--- config.mk ---
export PLATFORM = sky130hd
export DESIGN_NAME = bounded_circular_list_engine_unit
export DESIGN_NICKNAME = d
export VERILOG_FILES = /design/src/bcle_pkg.sv /design/src/bcle_datapath.sv /design/src/bcle_controller.sv /design/src/bounded_circular_list_engine_unit.sv
export VERILOG_INCLUDE_DIRS = /design/src /design/src/src
export SDC_FILE = /design/constraint.sdc
export NUM_CORES = 2
export LEC_CHECK = 0
export BUFFER_PORTS_ARGS = -buffer_cell sky130_fd_sc_hd__buf_2
export CAP_MARGIN = 20
export CORE_AREA = 5 5 326 328
export CTS_CLUSTER_SIZE = 10
export DETAILED_ROUTE_END_ITERATION = 10
export DIE_AREA = 0 0 331 333
export MAX_ROUTING_LAYER = met4
export PLACE_DENSITY = 0.72
export REMOVE_ABC_BUFFERS = 1
export SYNTH_ARGS = -nofsm -noshare
export SYNTH_HDL_FRONTEND = slang
export SYNTH_HIERARCHICAL = 1
export SYNTH_SLANG_ARGS = --single-unit
--- constraint.sdc ---
create_clock -name clock -period 9.5 [get_ports clock]
set_clock_uncertainty 0.05 [all_clocks]
set_input_delay 0 -clock clock [delete_from_list [all_inputs] [get_ports clock]]
set_output_delay 0 -clock clock [all_outputs]
set_load 0.03 [all_outputs]
--- src/bounded_circular_list_engine_unit_defines.svh ---
// Assertion macros for the circular list engine.
`ifndef BOUNDED_CIRCULAR_LIST_ENGINE_UNIT_DEFINES_SVH
`define BOUNDED_CIRCULAR_LIST_ENGINE_UNIT_DEFINES_SVH

`ifndef SYNTH
// same-cycle implication
`define BCLE_ASSERT_IMP(lbl, clk, rst, ante, cons, msg) \
   lbl: assert property (@(posedge clk) disable iff (rst) (ante) |-> (cons)) \
      else $error(msg);
// next-cycle implication
`define BCLE_ASSERT_NXT(lbl, clk, rst, ante, cons, msg) \
   lbl: assert property (@(posedge clk) disable iff (rst) (ante) |=> (cons)) \
      else $error(msg);
`else
`define BCLE_ASSERT_IMP(lbl, clk, rst, ante, cons, msg)
`define BCLE_ASSERT_NXT(lbl, clk, rst, ante, cons, msg)
`endif

`endif

--- src/bcle_pkg.sv ---
// Shared constants, codes and controller/datapath interface types.
`default_nettype none
package bcle_pkg;

   localparam int CAPACITY     = 32;
   localparam int IDX_W        = $clog2(CAPACITY);
   localparam int CNT_W        = $clog2(CAPACITY + 1);
   localparam int VALUE_W      = 32;
   localparam int POS_W        = 8;
   localparam int FUNC_W       = 3;
   localparam int STATUS_W     = 2;
   localparam int ITEM_COUNT_W = 6;
   localparam int CMP_W        = ((CNT_W > POS_W) ? CNT_W : POS_W) + 1;
   localparam int REQ_DATA_W   = ((VALUE_W + POS_W + 7) / 8) * 8;
   localparam int RSP_DATA_W   = ((VALUE_W + ITEM_COUNT_W + 7) / 8) * 8;

   typedef enum logic [FUNC_W-1:0] {
      OP_INS_FRONT = 3'd0,
      OP_INS_END   = 3'd1,
      OP_INS_POS   = 3'd2,
      OP_DEL_FRONT = 3'd3,
      OP_DEL_END   = 3'd4,
      OP_DEL_POS   = 3'd5,
      OP_LIST      = 3'd6
   } op_type;

   typedef enum logic [STATUS_W-1:0] {
      ST_OK     = 2'd0,
      ST_BADPOS = 2'd1,
      ST_EMPTY  = 2'd2,
      ST_FULL   = 2'd3
   } status_type;

   typedef enum logic [2:0] {
      S_IDLE,
      S_DECIDE,
      S_SHIFT,
      S_RESPOND,
      S_LIST_PRIME,
      S_LIST_EMIT
   } state_type;

   typedef struct packed {
      logic accept;
      logic decide;
      logic shift;
      logic respond;
      logic list_prime;
      logic list_emit;
   } cmd_type;

   typedef struct packed {
      logic go_shift;
      logic go_list;
      logic shift_done;
      logic out_free;
      logic list_last;
   } stat_type;

endpackage
`default_nettype wire

--- src/bcle_datapath.sv ---
// Entry memory, count, shift walker and result register.
`default_nettype none
module bcle_datapath (
   input  wire                               clock,
   input  wire                               reset,
   input  bcle_pkg::cmd_type                 cmd,
   output bcle_pkg::stat_type                stat,
   // value, position
   input  wire  [bcle_pkg::REQ_DATA_W-1:0]   req_tdata,
   // func
   input  wire  [bcle_pkg::FUNC_W-1:0]       req_tuser,
   output logic                              rsp_tvalid,
   input  wire                               rsp_tready,
   // item_value, item_count, zero pad
   output logic [bcle_pkg::RSP_DATA_W-1:0]   rsp_tdata,
   // status
   output logic [bcle_pkg::STATUS_W-1:0]     rsp_tuser,
   output logic                              rsp_tlast
);
   import bcle_pkg::*;

   logic [VALUE_W-1:0] mem [CAPACITY];
   logic [VALUE_W-1:0] rd_data_ff;
   logic [IDX_W-1:0]   rd_addr;
   logic               wr_en;
   logic [IDX_W-1:0]   wr_addr;
   logic [VALUE_W-1:0] wr_data;

   op_type                    op_ff;
   logic signed [VALUE_W-1:0] value_ff;
   logic [POS_W-1:0]          pos_ff;

   logic [CNT_W-1:0] count_ff, count_in;
   status_type       status_ff, status_in;
   logic [IDX_W-1:0] idx_ff, idx_in;
   logic [CNT_W-1:0] rem_ff, rem_in;
   logic [IDX_W-1:0] src_ff, src_in;
   logic [IDX_W-1:0] dst_ff, dst_in;
   logic             pend_ff, pend_in;
   logic             ins_ff, ins_in;
   logic             del_ff, del_in;
   logic [IDX_W-1:0] list_idx_ff, list_idx_in;

   logic                  rsp_valid_ff, rsp_valid_in;
   status_type            rsp_status_ff, rsp_status_in;
   logic [VALUE_W-1:0]    rsp_value_ff, rsp_value_in;
   logic [CNT_W-1:0]      rsp_count_ff, rsp_count_in;
   logic                  rsp_last_ff, rsp_last_in;

   logic             full, empty, out_free, rsp_load, list_last;
   logic [CMP_W-1:0] cnt_ext, pos_ext;
   status_type       dec_st;
   logic [CNT_W-1:0] dec_idx;
   logic             dec_ins, dec_del;

   assign full      = count_ff >= CNT_W'(CAPACITY);
   assign empty     = count_ff == '0;
   assign cnt_ext   = CMP_W'(count_ff);
   assign pos_ext   = CMP_W'(pos_ff);
   assign out_free  = !rsp_valid_ff || rsp_tready;
   assign list_last = (CNT_W'(list_idx_ff) + CNT_W'(1)) == count_ff;

   // status and target index of the latched request
   always_comb begin
      dec_st  = ST_OK;
      dec_idx = '0;
      dec_ins = 1'b0;
      dec_del = 1'b0;
      unique case (op_ff)
         OP_INS_FRONT: begin
            if (full) dec_st = ST_FULL;
            else dec_ins = 1'b1;
         end
         OP_INS_END: begin
            dec_idx = count_ff;
            if (full) dec_st = ST_FULL;
            else dec_ins = 1'b1;
         end
         OP_INS_POS: begin
            dec_idx = CNT_W'(pos_ext - CMP_W'(1));
            if (pos_ff == '0) dec_st = ST_BADPOS;
            else if (full) dec_st = ST_FULL;
            else if (pos_ext > cnt_ext + CMP_W'(1)) dec_st = ST_BADPOS;
            else dec_ins = 1'b1;
         end
         OP_DEL_FRONT: begin
            if (empty) dec_st = ST_EMPTY;
            else dec_del = 1'b1;
         end
         OP_DEL_END: begin
            dec_idx = count_ff - CNT_W'(1);
            if (empty) dec_st = ST_EMPTY;
            else dec_del = 1'b1;
         end
         OP_DEL_POS: begin
            dec_idx = CNT_W'(pos_ext - CMP_W'(1));
            if (pos_ff == '0) dec_st = ST_BADPOS;
            else if (empty) dec_st = ST_EMPTY;
            else if (pos_ext > cnt_ext) dec_st = ST_BADPOS;
            else dec_del = 1'b1;
         end
         OP_LIST: begin
            if (empty) dec_st = ST_EMPTY;
         end
         default: dec_st = ST_BADPOS;
      endcase
   end

   always_comb begin
      status_in   = status_ff;
      idx_in      = idx_ff;
      rem_in      = rem_ff;
      src_in      = src_ff;
      dst_in      = dst_ff;
      pend_in     = pend_ff;
      ins_in      = ins_ff;
      del_in      = del_ff;
      list_idx_in = list_idx_ff;
      count_in    = count_ff;
      rd_addr     = src_ff;
      wr_en       = 1'b0;
      wr_addr     = dst_ff;
      wr_data     = rd_data_ff;
      rsp_load    = 1'b0;
      rsp_status_in = rsp_status_ff;
      rsp_value_in  = rsp_value_ff;
      rsp_count_in  = rsp_count_ff;
      rsp_last_in   = rsp_last_ff;

      if (cmd.decide) begin
         status_in   = dec_st;
         idx_in      = IDX_W'(dec_idx);
         ins_in      = dec_ins;
         del_in      = dec_del;
         pend_in     = 1'b0;
         list_idx_in = '0;
         if (dec_ins) begin
            // walk down from the tail, moving each entry up one
            rem_in = count_ff - dec_idx;
            src_in = IDX_W'(count_ff - CNT_W'(1));
         end else begin
            // walk up from the gap, moving each entry down one
            rem_in = count_ff - CNT_W'(1) - dec_idx;
            src_in = IDX_W'(dec_idx + CNT_W'(1));
         end
      end

      if (cmd.shift) begin
         wr_en = pend_ff;
         if (rem_ff != '0) begin
            rd_addr = src_ff;
            pend_in = 1'b1;
            rem_in  = rem_ff - CNT_W'(1);
            if (ins_ff) begin
               dst_in = src_ff + IDX_W'(1);
               src_in = src_ff - IDX_W'(1);
            end else begin
               dst_in = src_ff - IDX_W'(1);
               src_in = src_ff + IDX_W'(1);
            end
         end else begin
            pend_in = 1'b0;
         end
      end

      if (cmd.respond && out_free) begin
         rsp_load = 1'b1;
         if (ins_ff) begin
            wr_en    = 1'b1;
            wr_addr  = idx_ff;
            wr_data  = value_ff;
            count_in = count_ff + CNT_W'(1);
         end else if (del_ff) begin
            count_in = count_ff - CNT_W'(1);
         end
         rsp_status_in = status_ff;
         rsp_value_in  = '0;
         rsp_count_in  = count_in;
         rsp_last_in   = 1'b1;
      end

      if (cmd.list_prime) begin
         rd_addr = list_idx_ff;
      end

      if (cmd.list_emit) begin
         rd_addr = list_idx_ff;
         if (out_free) begin
            // hand out the fetched entry and fetch the next one
            rsp_load      = 1'b1;
            rsp_status_in = ST_OK;
            rsp_value_in  = rd_data_ff;
            rsp_count_in  = count_ff;
            rsp_last_in   = list_last;
            list_idx_in   = list_idx_ff + IDX_W'(1);
            rd_addr       = list_idx_in;
         end
      end

      if (rsp_load) rsp_valid_in = 1'b1;
      else if (rsp_tready) rsp_valid_in = 1'b0;
      else rsp_valid_in = rsp_valid_ff;
   end

   always_ff @(posedge clock) begin
      if (wr_en) mem[wr_addr] <= wr_data;
      rd_data_ff <= mem[rd_addr];
   end

   always_ff @(posedge clock) begin
      if (reset) begin
         count_ff     <= '0;
         rsp_valid_ff <= 1'b0;
      end else begin
         count_ff     <= count_in;
         rsp_valid_ff <= rsp_valid_in;
      end
   end

   always_ff @(posedge clock) begin
      if (cmd.accept) begin
         op_ff    <= op_type'(req_tuser);
         value_ff <= req_tdata[VALUE_W-1:0];
         pos_ff   <= req_tdata[VALUE_W +: POS_W];
      end
      status_ff     <= status_in;
      idx_ff        <= idx_in;
      rem_ff        <= rem_in;
      src_ff        <= src_in;
      dst_ff        <= dst_in;
      pend_ff       <= pend_in;
      ins_ff        <= ins_in;
      del_ff        <= del_in;
      list_idx_ff   <= list_idx_in;
      rsp_status_ff <= rsp_status_in;
      rsp_value_ff  <= rsp_value_in;
      rsp_count_ff  <= rsp_count_in;
      rsp_last_ff   <= rsp_last_in;
   end

   assign stat.go_shift   = dec_ins || dec_del;
   assign stat.go_list    = (op_ff == OP_LIST) && !empty;
   assign stat.shift_done = (rem_ff == '0) && !pend_ff;
   assign stat.out_free   = out_free;
   assign stat.list_last  = list_last;

   assign rsp_tvalid = rsp_valid_ff;
   assign rsp_tdata  = RSP_DATA_W'({ITEM_COUNT_W'(rsp_count_ff), rsp_value_ff});
   assign rsp_tuser  = rsp_status_ff;
   assign rsp_tlast  = rsp_last_ff;

endmodule
`default_nettype wire

--- src/bcle_controller.sv ---
// Sequencer that steps each request through decode, then shift and response, response alone, or list prime and emit.
`default_nettype none
module bcle_controller (
   input  wire                 clock,
   input  wire                 reset,
   input  wire                 req_tvalid,
   output logic                req_tready,
   input  bcle_pkg::stat_type  stat,
   output bcle_pkg::cmd_type   cmd
);
   import bcle_pkg::*;

   state_type state_ff, state_in;

   always_comb begin
      state_in = state_ff;
      unique case (state_ff)
         S_IDLE:       if (req_tvalid) state_in = S_DECIDE;
         S_DECIDE: begin
            priority if (stat.go_shift) state_in = S_SHIFT;
            else if (stat.go_list) state_in = S_LIST_PRIME;
            else state_in = S_RESPOND;
         end
         S_SHIFT:      if (stat.shift_done) state_in = S_RESPOND;
         S_RESPOND:    if (stat.out_free) state_in = S_IDLE;
         S_LIST_PRIME: state_in = S_LIST_EMIT;
         S_LIST_EMIT:  if (stat.out_free && stat.list_last) state_in = S_IDLE;
         default:      state_in = S_IDLE;
      endcase
   end

   always_comb begin
      cmd            = '0;
      req_tready     = (state_ff == S_IDLE);
      cmd.accept     = (state_ff == S_IDLE) && req_tvalid;
      cmd.decide     = (state_ff == S_DECIDE);
      cmd.shift      = (state_ff == S_SHIFT);
      cmd.respond    = (state_ff == S_RESPOND);
      cmd.list_prime = (state_ff == S_LIST_PRIME);
      cmd.list_emit  = (state_ff == S_LIST_EMIT);
   end

   always_ff @(posedge clock) begin
      if (reset) state_ff <= S_IDLE;
      else state_ff <= state_in;
   end

endmodule
`default_nettype wire

--- src/bounded_circular_list_engine_unit.sv ---
// Sequence: an insert or delete goes through decide, shift and respond, also when nothing
// moves; a rejected request goes from decide to respond, a list through prime and emit.
// Throughput: one request at a time; a list gives one beat a cycle while the output is free.
// A finished beat waits in the output register while the next request is taken.
// Reset clears the count, the sequencer and the output valid; entries are not cleared.
`default_nettype none
`include "bounded_circular_list_engine_unit_defines.svh"
module bounded_circular_list_engine_unit (
   input  wire                                clock,
   input  wire                                reset,
   input  wire                                req_tvalid,
   output logic                               req_tready,
   // value, position
   input  wire  [bcle_pkg::REQ_DATA_W-1:0]    req_tdata,
   // func
   input  wire  [bcle_pkg::FUNC_W-1:0]        req_tuser,
   output logic                               rsp_tvalid,
   input  wire                                rsp_tready,
   // item_value, item_count, zero pad
   output logic [bcle_pkg::RSP_DATA_W-1:0]    rsp_tdata,
   // status
   output logic [bcle_pkg::STATUS_W-1:0]      rsp_tuser,
   output logic                               rsp_tlast
);
   import bcle_pkg::*;

   cmd_type  cmd;
   stat_type stat;

   bcle_controller u_ctrl (
      .clock      (clock),
      .reset      (reset),
      .req_tvalid (req_tvalid),
      .req_tready (req_tready),
      .stat       (stat),
      .cmd        (cmd)
   );

   bcle_datapath u_dp (
      .clock      (clock),
      .reset      (reset),
      .cmd        (cmd),
      .stat       (stat),
      .req_tdata  (req_tdata),
      .req_tuser  (req_tuser),
      .rsp_tvalid (rsp_tvalid),
      .rsp_tready (rsp_tready),
      .rsp_tdata  (rsp_tdata),
      .rsp_tuser  (rsp_tuser),
      .rsp_tlast  (rsp_tlast)
   );

   `BCLE_ASSERT_NXT(a_one_at_a_time, clock, reset, req_tvalid && req_tready, !req_tready, "request taken while busy")
   `BCLE_ASSERT_IMP(a_empty_count, clock, reset, rsp_tvalid && (rsp_tuser == ST_EMPTY), rsp_tdata[VALUE_W +: ITEM_COUNT_W] == '0, "empty status with entries")
   `BCLE_ASSERT_IMP(a_full_count, clock, reset, rsp_tvalid && (rsp_tuser == ST_FULL), rsp_tdata[VALUE_W +: ITEM_COUNT_W] == ITEM_COUNT_W'(CAPACITY), "full status below capacity")
   `BCLE_ASSERT_IMP(a_list_ok, clock, reset, rsp_tvalid && !rsp_tlast, rsp_tuser == ST_OK, "non-final beat without ok status")

endmodule
`default_nettype wire

==> results.cfg <==
[power_and_ir_drop]
irDropWorstVdd_mv = 0.254
power_density_over_the_cells_nw_per_um2 = 286
power.leakage_uw = 0.0171

[floorplanning]
design.die.area_um2 = 110000
i_o_pins = 92
die_x_um = 331
floorplan.initialDensity_pct = 44.6
fp.dieH_um = 333
placementRows = 118
placeableCoreArea_um2 = 103000

[min_path]
hold-path-cell-count = 3
hold_path.class = primary input to register

[yosys]
postSynthAreaPerCell_um2 = 19.8
post_synth_instance_area_um2 = 45900
synth.distinct_cells = 73
synth_cells = 2320
synth_warnings = 6
synthMostInstantiatedCell = sky130_fd_sc_hd__edfxtp_1
synth_commonest_cells = sky130_fd_sc_hd__edfxtp_1, sky130_fd_sc_hd__mux4_2, sky130_fd_sc_hd__a22oi_1
synth_top_area_cell = sky130_fd_sc_hd__edfxtp_1
yosysSeqAreaShare_pct = 75.1
synth_enable_flop_cells = 1082
dominantRegCellSynth = sky130_fd_sc_hd__edfxtp_1
synth_top_area_share_pct = 70.8
synthArstFlopShare_pct = 0
synth_area_leaders = sky130_fd_sc_hd__edfxtp_1, sky130_fd_sc_hd__mux4_2, sky130_fd_sc_hd__dfxtp_1, sky130_fd_sc_hd__a22oi_1, sky130_fd_sc_hd__mux2_2
flops_latches_synth = 1181

[routing]
drt-wirelength-per-cell_um = 28.0
detail_route.iter0.violations = 2958
dr.pass1.iters = 6
post-route-drc-count = 0
drtAntennaViolNets = 0
wirelength_um = 113000
via_per_inst = 6.00
detailroute.via_count = 24300

[place]
place.detailed.hpwl_um = 63300
detailed_place.area_um2 = 48400
io_buffer_count = 89
global_placement_routability_congestion = 0.871

[clocking]
cts.sinks = 1181
post-cts-setup-buffers = 0
cts_tree = yes
postCtsResizedCells = 0
numCtsBuffers = 138
h_tree_lvl_count = 4
clk_latency_ns = 0.73
clk_transition_reported_paths_ns = 0.06
cts_root_buf = sky130_fd_sc_hd__clkbuf_16
clk_path_buf_depth = 3
hold_bufs_at_cts = 91

[layout]
antenna-diode-count = 0
n_fill_cell = 7861
stdcell_area_um2 = 53500
share_of_cells_above_drive_strength_1_pct = 24.8
area.growth.synth_to_final_pct = 16.6
net_count_of_the_finished_layout = 2639
layout.area.seq_um2 = 34500
footprint_of_the_multi_input_gates_um2 = 11000

[worst_setup_path]
worst-setup-path-type = register to register
path_buf_inv = 3
critPathCaptureType = register
cp_num_cells = 14
timing.critical_path.slowest_stage_cell = sky130_fd_sc_hd__dfxtp_1
critical_path.top_delay_family = buffers and inverters
timing.critical_path.required_ns = 10.09
timing.critical_path.cells = clkinv_1 -> nor4_1 -> xnor2_1 -> ha_1 -> nand4b_1 -> a211oi_1 -> o31ai_1 -> nand2_1 -> o21ai_0 -> o31ai_1 -> o311ai_1 -> dlygate4sd3_1 -> o311ai_1 -> dlygate4sd3_1
cp_data_arrival_time_ns = 5.84
rr_worst_depth = 14
category_of_the_worst_setup_path_launch_point = register
critPathMaxStageDelay_ns = 0.63
maximum_fanout_encountered_on_the_critical_timing_path = 13
reg2reg_setup_slack_ns = 4.24

[grt]
gr-usage-met2_pct = 33.8
grt_first_pass_wirelength_um = 168000
first_global_vias = 25100
met3_usage_pct = 5.29
globalRouteMet1Util_pct = 27.2
all_layer_global_routing_usage_pct = 21.2
grt_antenna_before_repair = 0
grt_max_degree = 143
top_usage_layer = met2
overflow_after_grt = 0

[timing]
setup_repair_after_global_routing_missed_its_margin = no
setup_viol = 0
finalCritPeriodShare_pct = 55.3
slew_headroom_pct = 24.2
fin_crit_ns = 5.26
slew_viol_final = 0
fmaxAchievable_mhz = 190
holdWs_ns = 0.149
worst_pin_slew_ns = 1.14
finalHoldViolCount = 0

[run_status]
run_status = completed

[flow_run]
max_capacitance_violation_count = 0
through the flow:
stage,util [%],std cells,worst slack (ns),TNS (ns),power [uW]
finish,52.0,4042,4.24,0,15300
CTS,51.9,4038,4.30,0,15400
detailed placement,47.0,3709,4.34,0,10500
floorplan,-,2190,-6.14,-196.31,10400
global placement,46.7,3696,4.58,0,10400
global route,52.0,4042,3.94,0,15900
power by group:
group	switching (uW)	internal, uW	total [uW]
clock network	2030	2810	4840
registers	162	6550	6710
logic	2330	1430	3750
layout by cell type (no fill, tap or decap), types with 37 or more instances in the layout:
cell | Yosys | routed
sky130_fd_sc_hd__dfxtp_1 | 99 | 99
sky130_fd_sc_hd__nand2_1 | 68 | 67
sky130_fd_sc_hd__clkbuf_16 | 0 | 139
sky130_fd_sc_hd__o21ai_0 | 38 | 38
sky130_fd_sc_hd__buf_2 | 31 | 89
sky130_fd_sc_hd__edfxtp_1 | 1082 | 1082
sky130_fd_sc_hd__clkbuf_1 | 62 | 78
sky130_fd_sc_hd__dlygate4sd3_1 | 0 | 91
sky130_fd_sc_hd__nor2_4 | 0 | 38
sky130_fd_sc_hd__nand4_1 | 37 | 37
sky130_fd_sc_hd__a22oi_1 | 133 | 133
sky130_fd_sc_hd__mux4_2 | 256 | 256
sky130_fd_sc_hd__nor2_1 | 85 | 47
flip-flops by register name, indices dropped and copies added, names as in the netlist, 3 cells and up:
name	count
u_dp/rem_ff	6
u_dp/list_idx_ff	5
u_ctrl/state_ff	3
u_dp/rsp_count_ff	6
u_dp/mem	1024
u_dp/idx_ff	5
u_dp/pos_ff	8
u_dp/value_ff	32
u_dp/count_ff	6
u_dp/src_ff	5
u_dp/rsp_value_ff	32
u_dp/rd_data_ff	32
u_dp/op_ff	3
u_dp/dst_ff	5
layout make-up:
cell class / count / area share (%)
clock buffer: 218 / 7.07
timing repair buffer: 234 / 3.87
multi-input combinational: 970 / 20.5
sequential: 1181 / 64.4
clock inverter: 20 / 0.671
inverter: 39 / 0.278
tap: 1380 / 3.23
worst min-delay path, stage by stage:
cell,delay [ns]
sky130_fd_sc_hd__dlygate4sd3_1,0.54
sky130_fd_sc_hd__buf_2,0.21
sky130_fd_sc_hd__nor2_1,0.12
logic make-up (layout without fill, tap and decap cells):
logic type               count (synthesis)  count (layout)  synth area share, %
flip-flops                            1181            1181                 75.1
AO/OA/AOI/OAI                          322             322                 5.04
multiplexers                           293             293                 13.5
AND/OR/NAND/NOR                        287             287                 3.05
buffers and inverters                  170             511                 1.87
XOR/XNOR                                38              38                0.725
adder cells (fa/ha/maj)                 28              28                0.779
other                                    1               2              0.00817
metal layers:
layer	routed length, um	up-vias
met5	0	-
met4	3530	0
met3	10300	237
met2	56300	1261
met1	43300	12700
li1	-	10100
path summary, 6_finish.rpt:
check,startpoint,to
setup / recovery,u_dp/count_ff[0],u_ctrl/state_ff[0]
hold / removal,reset,u_dp/count_ff[1]
setup reg to reg,u_dp/count_ff[0],u_ctrl/state_ff[0]
hold reg to reg,u_dp/rsp_tuser[0],u_dp/rsp_tuser[0]
Note: power is estimated with default switching activity, not from simulation.
